<file path="config.mk">
export PLATFORM = sky130hd
export DESIGN_NAME = taylor_sine_cosine
export DESIGN_NICKNAME = d
export VERILOG_FILES = /design/src/rtl/core/tsc_pkg.sv /design/src/rtl/core/taylor_sine_cosine.sv /design/src/rtl/core/tsc_mul.sv
export VERILOG_INCLUDE_DIRS = /design/src /design/src/rtl/core
export SDC_FILE = /design/constraint.sdc
export NUM_CORES = 2
export LEC_CHECK = 0
export CORE_UTILIZATION = 30
export DETAILED_ROUTE_END_ITERATION = 12
export DONT_BUFFER_PORTS = 1
export SLEW_MARGIN = 40
export SYNTH_ARGS = -nofsm -noshare
export SYNTH_HDL_FRONTEND = slang
export SYNTH_SLANG_ARGS = --single-unit
</file>
<file path="constraint.sdc">
create_clock -name clock -period 16.3 [get_ports clock]
set_input_delay 2.445 -clock clock [delete_from_list [all_inputs] [get_ports clock]]
set_output_delay 2.445 -clock clock [all_outputs]
set_load 0.02 [all_outputs]
</file>
<file path="src/rtl/core/taylor_sine_cosine_assert.svh">
// Assertion macros used by the taylor_sine_cosine RTL.
`ifndef TAYLOR_SINE_COSINE_ASSERT_SVH
`define TAYLOR_SINE_COSINE_ASSERT_SVH
`ifndef SYNTH
`define TSC_ASSERT_IMPL(label, ante, cons) \
   label: assert property (@(posedge clock) disable iff (reset) (ante) |-> (cons)) \
      else $error("taylor_sine_cosine: same-cycle check failed");
`define TSC_ASSERT_NEXT(label, ante, cons) \
   label: assert property (@(posedge clock) disable iff (reset) (ante) |=> (cons)) \
      else $error("taylor_sine_cosine: next-cycle check failed");
`else
`define TSC_ASSERT_IMPL(label, ante, cons)
`define TSC_ASSERT_NEXT(label, ante, cons)
`endif
`endif

</file>
<file path="src/rtl/core/tsc_pkg.sv">
// Shared types, constants and the reciprocal table of the taylor_sine_cosine block.
`default_nettype none
package tsc_pkg;

   localparam int ANGLE_W         = 32;
   localparam int ANGLE_FRAC_BITS = 28;
   localparam int WORK_FRAC       = 32;
   localparam int WORK_W          = 62;
   localparam int HALF_W          = 32;
   localparam int ACC_W           = 128;
   localparam int SUM_W           = 64;
   localparam int RCP_W           = 32;
   localparam int RESULT_W        = 32;
   localparam int COUNT_W         = 4;
   localparam int DEN_W           = 5;

   localparam logic [COUNT_W-1:0] MAX_TERMS        = 4'd10;
   localparam logic [COUNT_W-1:0] TERM_COUNT_RESET = 4'd8;

   localparam logic OP_SINE   = 1'b0;
   localparam logic OP_COSINE = 1'b1;

   localparam logic [WORK_W-1:0] WORK_CAP   = {WORK_W{1'b1}};
   localparam logic [WORK_W-1:0] ONE_Q32    = WORK_W'(64'h1_0000_0000);
   localparam logic [ACC_W-1:0]  ROUND_INIT = ACC_W'(64'h8000_0000);

   typedef struct packed {
      logic                       op;
      logic signed [ANGLE_W-1:0]  angle;
   } req_type;

   typedef struct packed {
      logic signed [RESULT_W-1:0] value;
      logic                       saturated;
   } rsp_type;

   typedef struct packed {
      logic              start;
      logic [WORK_W-1:0] a;
      logic [WORK_W-1:0] b;
   } mul_req_type;

   typedef struct packed {
      logic              done;
      logic              ovf;
      logic [WORK_W-1:0] prod;
   } mul_rsp_type;

   // Rounded 2^32 / (n * (n + 1)); denominators past 19 use the entry for 19.
   function automatic logic [RCP_W-1:0] rcp_lookup(input logic [DEN_W-1:0] den);
      logic [RCP_W-1:0] r;
      case (den)
         5'd0:    r = 32'd0;
         5'd1:    r = 32'd2147483648;
         5'd2:    r = 32'd715827883;
         5'd3:    r = 32'd357913941;
         5'd4:    r = 32'd214748365;
         5'd5:    r = 32'd143165577;
         5'd6:    r = 32'd102261126;
         5'd7:    r = 32'd76695845;
         5'd8:    r = 32'd59652324;
         5'd9:    r = 32'd47721859;
         5'd10:   r = 32'd39045157;
         5'd11:   r = 32'd32537631;
         5'd12:   r = 32'd27531842;
         5'd13:   r = 32'd23598721;
         5'd14:   r = 32'd20452225;
         5'd15:   r = 32'd17895697;
         5'd16:   r = 32'd15790321;
         5'd17:   r = 32'd14035841;
         5'd18:   r = 32'd12558384;
         default: r = 32'd11302546;
      endcase
      return r;
   endfunction

endpackage
`default_nettype wire

</file>
<file path="src/rtl/core/taylor_sine_cosine.sv">
// Top level of the taylor_sine_cosine block: sequencer, series sum and result rounding.
// From a start transfer to the rsp_valid strobe the block is busy; the time grows with the
// number of terms, and small angles take a little less. It takes the next start in the
// strobe cycle. The shared 32x32 multiplier sets that time: up to four partial products
// per Q32 product and two products per term. The receiver cannot stall. Synchronous reset
// loads 8 terms.
`default_nettype none
`include "taylor_sine_cosine_assert.svh"
module taylor_sine_cosine (
   input  logic                    clock,
   input  logic                    reset,
   input  logic                    start,
   output logic                    busy,
   input  tsc_pkg::req_type        req_data,
   output logic                    rsp_valid,
   output tsc_pkg::rsp_type        rsp_data,
   input  logic                    csr_we,
   input  logic [3:0]              csr_wdata
);
   import tsc_pkg::*;

   typedef enum logic [2:0] {
      S_IDLE,
      S_X2,
      S_ADD,
      S_MA,
      S_MB,
      S_ABS,
      S_OUT
   } state_type;

   localparam logic signed [SUM_W-1:0] SUM_CAP = SUM_W'(WORK_CAP);

   state_type                 state_ff;
   logic [COUNT_W-1:0]        term_count_ff;
   logic                      op_ff;
   logic                      base_neg_ff;
   logic [COUNT_W-1:0]        n_ff;
   logic [COUNT_W-1:0]        k_ff;
   logic [WORK_W-1:0]         term_ff;
   logic [WORK_W-1:0]         x2_ff;
   logic signed [SUM_W-1:0]   sum_ff;
   logic                      neg_ff;
   logic [WORK_W:0]           mag_ff;
   logic                      flag_ff;
   logic                      rsp_valid_ff;
   rsp_type                   rsp_ff;
   mul_req_type               mul_req_ff;
   mul_rsp_type               mul_rsp;

   logic                      angle_neg;
   logic [ANGLE_W-1:0]        angle_mag;
   logic [WORK_W-1:0]         xq;
   logic [COUNT_W-1:0]        terms_eff;
   logic                      term_neg;
   logic signed [SUM_W-1:0]   term_ext;
   logic signed [SUM_W-1:0]   sum_in;
   logic [DEN_W-1:0]          den;
   logic [SUM_W-1:0]          rnd_sum;
   logic [SUM_W-17:0]         rnd;
   logic                      out_clamp;
   logic [RESULT_W-1:0]       out_mag;

   tsc_mul u_mul (
      .clock   (clock),
      .reset   (reset),
      .mul_req (mul_req_ff),
      .mul_rsp (mul_rsp)
   );

   assign angle_neg = req_data.angle[ANGLE_W-1];
   assign angle_mag = angle_neg ? ANGLE_W'(-req_data.angle) : ANGLE_W'(req_data.angle);
   assign xq        = WORK_W'(angle_mag) << (WORK_FRAC - ANGLE_FRAC_BITS);
   assign terms_eff = (term_count_ff > MAX_TERMS) ? MAX_TERMS : term_count_ff;
   assign term_neg  = base_neg_ff ^ k_ff[0];
   assign term_ext  = SUM_W'(term_ff);
   assign sum_in    = term_neg ? (sum_ff - term_ext) : (sum_ff + term_ext);
   assign den       = (op_ff == OP_COSINE) ? {k_ff, 1'b1} : (DEN_W'({k_ff, 1'b0}) + 5'd2);

   assign rnd_sum = SUM_W'(mag_ff) + 64'h8000;
   assign rnd     = rnd_sum[SUM_W-1:16];

   always_comb begin
      if (neg_ff) begin
         out_clamp = rnd > 48'h0000_8000_0000;
         out_mag   = out_clamp ? 32'h8000_0000 : rnd[RESULT_W-1:0];
      end else begin
         out_clamp = rnd > 48'h0000_7FFF_FFFF;
         out_mag   = out_clamp ? 32'h7FFF_FFFF : rnd[RESULT_W-1:0];
      end
   end

   always_ff @(posedge clock) begin
      if (reset) begin
         state_ff         <= S_IDLE;
         term_count_ff    <= TERM_COUNT_RESET;
         rsp_valid_ff     <= 1'b0;
         mul_req_ff.start <= 1'b0;
      end else begin
         rsp_valid_ff     <= 1'b0;
         mul_req_ff.start <= 1'b0;
         if (csr_we) begin
            term_count_ff <= csr_wdata;
         end
         case (state_ff)
            S_IDLE: begin
               if (start) begin
                  op_ff            <= req_data.op;
                  base_neg_ff      <= (req_data.op == OP_COSINE) ? 1'b0 : angle_neg;
                  n_ff             <= terms_eff;
                  k_ff             <= '0;
                  term_ff          <= (req_data.op == OP_COSINE) ? ONE_Q32 : xq;
                  sum_ff           <= '0;
                  flag_ff          <= 1'b0;
                  mul_req_ff.a     <= xq;
                  mul_req_ff.b     <= xq;
                  mul_req_ff.start <= 1'b1;
                  state_ff         <= S_X2;
               end
            end
            S_X2: begin
               if (mul_rsp.done) begin
                  x2_ff    <= mul_rsp.prod;
                  flag_ff  <= flag_ff | mul_rsp.ovf;
                  state_ff <= S_ADD;
               end
            end
            S_ADD: begin
               if (k_ff == n_ff) begin
                  state_ff <= S_ABS;
               end else begin
                  if (sum_in > SUM_CAP) begin
                     sum_ff  <= SUM_CAP;
                     flag_ff <= 1'b1;
                  end else if (sum_in < -SUM_CAP) begin
                     sum_ff  <= -SUM_CAP;
                     flag_ff <= 1'b1;
                  end else begin
                     sum_ff <= sum_in;
                  end
                  if ((k_ff + 4'd1) == n_ff) begin
                     state_ff <= S_ABS;
                  end else begin
                     mul_req_ff.a     <= term_ff;
                     mul_req_ff.b     <= x2_ff;
                     mul_req_ff.start <= 1'b1;
                     state_ff         <= S_MA;
                  end
               end
            end
            S_MA: begin
               if (mul_rsp.done) begin
                  flag_ff          <= flag_ff | mul_rsp.ovf;
                  mul_req_ff.a     <= mul_rsp.prod;
                  mul_req_ff.b     <= WORK_W'(rcp_lookup(den));
                  mul_req_ff.start <= 1'b1;
                  state_ff         <= S_MB;
               end
            end
            S_MB: begin
               if (mul_rsp.done) begin
                  flag_ff  <= flag_ff | mul_rsp.ovf;
                  term_ff  <= mul_rsp.prod;
                  k_ff     <= k_ff + 4'd1;
                  state_ff <= S_ADD;
               end
            end
            S_ABS: begin
               neg_ff   <= sum_ff[SUM_W-1];
               mag_ff   <= sum_ff[SUM_W-1] ? (WORK_W+1)'(-sum_ff) : (WORK_W+1)'(sum_ff);
               state_ff <= S_OUT;
            end
            S_OUT: begin
               rsp_ff.value     <= neg_ff ? RESULT_W'(-out_mag) : out_mag;
               rsp_ff.saturated <= flag_ff | out_clamp;
               rsp_valid_ff     <= 1'b1;
               state_ff         <= S_IDLE;
            end
            default: begin
               state_ff <= S_IDLE;
            end
         endcase
      end
   end

   assign busy      = (state_ff != S_IDLE);
   assign rsp_valid = rsp_valid_ff;
   assign rsp_data  = rsp_ff;

   `TSC_ASSERT_IMPL(a_rsp_when_idle, rsp_valid_ff, state_ff == S_IDLE)
   `TSC_ASSERT_NEXT(a_accept_goes_busy, start && !busy, busy)
   `TSC_ASSERT_NEXT(a_rsp_single, rsp_valid_ff, !rsp_valid_ff)
   `TSC_ASSERT_IMPL(a_term_index_bound, state_ff != S_IDLE, k_ff <= n_ff && n_ff <= MAX_TERMS)

endmodule
`default_nettype wire

</file>
<file path="src/rtl/core/tsc_mul.sv">
// Shared Q32 multiplier built from one 32x32 multiplier over up to four partial products.
`default_nettype none
`include "taylor_sine_cosine_assert.svh"
module tsc_mul (
   input  logic                 clock,
   input  logic                 reset,
   input  tsc_pkg::mul_req_type mul_req,
   output tsc_pkg::mul_rsp_type mul_rsp
);
   import tsc_pkg::*;

   logic                busy_ff;
   logic                issue_ff;
   logic                pvalid_ff;
   logic                done_ff;
   logic [1:0]          cnt_ff;
   logic [1:0]          last_ff;
   logic [1:0]          poff_ff;
   logic [2*HALF_W-1:0] p_ff;
   logic [ACC_W-1:0]    acc_ff;
   logic [WORK_W-1:0]   a_ff;
   logic [WORK_W-1:0]   b_ff;

   logic [HALF_W-1:0]   op_a;
   logic [HALF_W-1:0]   op_b;
   logic [2*HALF_W-1:0] part;
   logic [ACC_W-1:0]    shifted;
   logic                ovf;

   assign op_a = cnt_ff[0] ? HALF_W'(a_ff[WORK_W-1:HALF_W]) : a_ff[HALF_W-1:0];
   assign op_b = cnt_ff[1] ? HALF_W'(b_ff[WORK_W-1:HALF_W]) : b_ff[HALF_W-1:0];
   assign part = (2*HALF_W)'(op_a) * (2*HALF_W)'(op_b);

   always_comb begin
      case (poff_ff)
         2'd0:    shifted = ACC_W'(p_ff);
         2'd1:    shifted = ACC_W'(p_ff) << HALF_W;
         2'd2:    shifted = ACC_W'(p_ff) << (2*HALF_W);
         default: shifted = '0;
      endcase
   end

   always_ff @(posedge clock) begin
      if (reset) begin
         busy_ff   <= 1'b0;
         issue_ff  <= 1'b0;
         pvalid_ff <= 1'b0;
         done_ff   <= 1'b0;
      end else begin
         done_ff <= 1'b0;
         if (mul_req.start) begin
            a_ff      <= mul_req.a;
            b_ff      <= mul_req.b;
            acc_ff    <= ROUND_INIT;
            cnt_ff    <= 2'd0;
            last_ff   <= (mul_req.b[WORK_W-1:HALF_W] == '0) ? 2'd1 : 2'd3;
            issue_ff  <= 1'b1;
            pvalid_ff <= 1'b0;
            busy_ff   <= 1'b1;
         end else if (busy_ff) begin
            if (issue_ff) begin
               p_ff      <= part;
               poff_ff   <= {1'b0, cnt_ff[0]} + {1'b0, cnt_ff[1]};
               pvalid_ff <= 1'b1;
               if (cnt_ff == last_ff) begin
                  issue_ff <= 1'b0;
               end else begin
                  cnt_ff <= cnt_ff + 2'd1;
               end
            end else begin
               pvalid_ff <= 1'b0;
            end
            if (pvalid_ff) begin
               acc_ff <= acc_ff + shifted;
            end
            if (pvalid_ff && !issue_ff) begin
               busy_ff <= 1'b0;
               done_ff <= 1'b1;
            end
         end
      end
   end

   assign ovf          = |acc_ff[ACC_W-1:WORK_FRAC+WORK_W];
   assign mul_rsp.done = done_ff;
   assign mul_rsp.ovf  = ovf;
   assign mul_rsp.prod = ovf ? WORK_CAP : acc_ff[WORK_FRAC+WORK_W-1:WORK_FRAC];

   `TSC_ASSERT_IMPL(a_start_when_idle, mul_req.start, !busy_ff)
   `TSC_ASSERT_NEXT(a_done_single, done_ff, !done_ff)
   `TSC_ASSERT_IMPL(a_done_not_busy, done_ff, !busy_ff)

endmodule
`default_nettype wire
</file>
==> flow_summary.ini <==
[run_status]
status = completed

[setup_path]
slowest_stage = mux2_2
cp-end-kind = register
startpoint_type = register
path_class = register to register
worstPathArrival_ps = 10530
cp.required_ps = 16690
crit_family = adder cells
worst_path_most_repeated_cell = fa_1
worstRegToRegCells = 29
crit_buf_inv = 6
worstPathMaxFanout = 51
path_depth = 29
critPathMaxStageDelay_ps = 750

[sta]
finalSetupViolCount = 0
worst_pin_slew_ps = 1070
clock.fmax_ghz = 0.0986
max_slew_margin_pct = 28.1
report.final.slew_viol_count = 0
clock_skew_ps = 48.0
finalCritPeriodShare_pct = 62.2
tns_ps = 0
min_period_ps = 10140
finalHoldViolations = 0
rsz0062_at_grt = no

[die]
start_util_pct = 30.2
row_count = 187
pin_count = 76
fp.dieW_um = 514
coreArea_sq_um = 260000
die_h_um = 514
die_area_sq_um = 264000

[yosys]
synth_warnings = 0
ys_top_cells_by_area = edfxtp_1 28%, fa_1 23%, ha_1 7.5%
synth_edf_count = 726
syn_area_sq_um = 78700
synth_cells = 8340
avgSynthCellArea_sq_um = 9.43
ys_types = 104
async_flop_share_pct = 0
yosys_register_bits = 739
synth_top_area_share_pct = 27.7
ys.flop_type = edfxtp_1
seq_area_frac_synth_pct = 28.0
yosys.area.top_type = edfxtp_1
syn_nets = 9749

[route]
wl_per_cell_um = 24.2
drc = 0
drt_iter0_drc = 6174
wirelength_mm = 284
dr.pass1.iters = 8
antenna_left = 0
post_drt_via_cell_ratio = 5.33
vias = 62482

[global_route]
grt.total_usage_pct = 21.3
grt_first_pass_wirelength_mm = 421
grt_max_degree = 79
antenna_found_initial = 16
grt_pass1_vias = 62992
grt.overflow.total = 0

[clock_network]
cts.htree.levels = 3
cts_resized = 0
clock_path_buffers = 3
postCtsHoldBufs = 0
clock-root-buffer = clkbuf_16
clkLatencyLatePin_ps = 710
cts_tree = done
clk_pin_slew_ps = 60
cts.sinks = 739
post-cts-setup-buffers = 0
cts_buffers = 81

[cells_and_area]
fin_nets = 9554
areaGrowthSynthToFinish_pct = 8.72
most-common-layout-cells = 1084 x inv_1, 1082 x nor2_1, 898 x fa_1, 800 x nand2_1, 726 x edfxtp_1
drive_above_1_share_pct = 5.45
mostFrequentLayoutCell = inv_1

[run]
cap_violations = 0

[placed_design]
gp_congestion = 0.997
dpl.hpwl_mm = 223
port_buffers = 0

[min_path]
hold_path_class = register to register
hold_depth = 0
==> worst paths after layout <==
path	start	endpoint	slack, ps
worst max register to register	u_mul.cnt_ff[0]	u_mul.p_ff[60]	6160
worst min-delay path	mul_req_ff[82]	u_mul.a_ff[20]	420
worst max-delay path	u_mul.cnt_ff[0]	u_mul.p_ff[60]	6160
worst min register to register	mul_req_ff[82]	u_mul.a_ff[20]	420
==> routing by layer <==
| metal | up-vias | part of all wire, % | GRT usage [%] |
|---|---|---|---|
| met3 | 551 | 8.5 | 3.69 |
| li1 | 27551 | - | - |
| met1 | 31487 | 43 | 29.3 |
| met4 | 2 | 4.4 | 8.54 |
| met5 | - | 0.0056 | 0 |
| met2 | 2891 | 44 | 33.2 |
==> area by class of cell <==
cell class                 count  area (sq um)
clock buffer                  93          2070
inverter                    1084          4070
antenna                        9          22.5
fill                       26813        175000
sequential                   739         22100
tap                         3496          4370
clock inverter                54           596
timing repair buffer         122           968
multi-input combinational   6117         51300
==> kinds of logic (layout without fill, tap and decap cells) <==
kind of cell / after synthesis / after routing / share of synthesized area, %
AO/OA/AOI/OAI: 1446 / 1446 / 11.8
multiplexers: 181 / 181 / 2.41
adder cells (fa/ha/maj): 1369 / 1369 / 30.3
buffers and inverters: 1484 / 1353 / 7.12
XOR/XNOR: 428 / 428 / 4.78
other: 0 / 9 / 0
AND/OR/NAND/NOR: 2693 / 2693 / 15.5
flip-flops: 739 / 739 / 28.0
==> registers in the layout, indices dropped and copies added (netlist names), 2 cells and up <==
register	cells
u_mul.cnt_ff	2
mul_req_ff	125
u_mul.poff_ff	2
u_mul.b_ff	62
u_mul.p_ff	64
rsp_data	33
sum_ff	64
u_mul.a_ff	62
n_ff	4
state_ff	3
term_ff	62
mag_ff	48
k_ff	4
x2_ff	62
term_count_ff	4
u_mul.acc_ff	128
==> metrics by stage <==
stage | cell area, sq um | util, % | hold slack, ps | setup slack [ps] | cells
after global placement | 82700 | 31.8 | 403 | 5670 | 11556
final | 85500 | 32.9 | 418 | 6160 | 11714
after floorplan | 78700 | - | 400 | 4160 | 8340
after CTS | 85500 | 32.8 | 419 | 5670 | 11704
after global routing | 85500 | 32.9 | 428 | 5780 | 11706
after detailed placement | 82800 | 31.8 | 406 | 5700 | 11557
==> synthesized netlist by cell type (70+ instances only) <==
master,n
inv_1,1084
xor2_1,161
nand2_1,801
nand3_1,123
clkbuf_1,358
ha_1,470
nor2_1,1084
mux2i_1,112
nand4_1,82
and2_1,119
and3_1,70
edfxtp_1,726
nor3_1,102
a21oi_1,390
o21ai_0,348
xnor2_1,266
fa_1,898
a21o_1,154
Power is not shown: default switching activity piles up to over one toggle a cycle in this logic, so the estimate is an artifact.
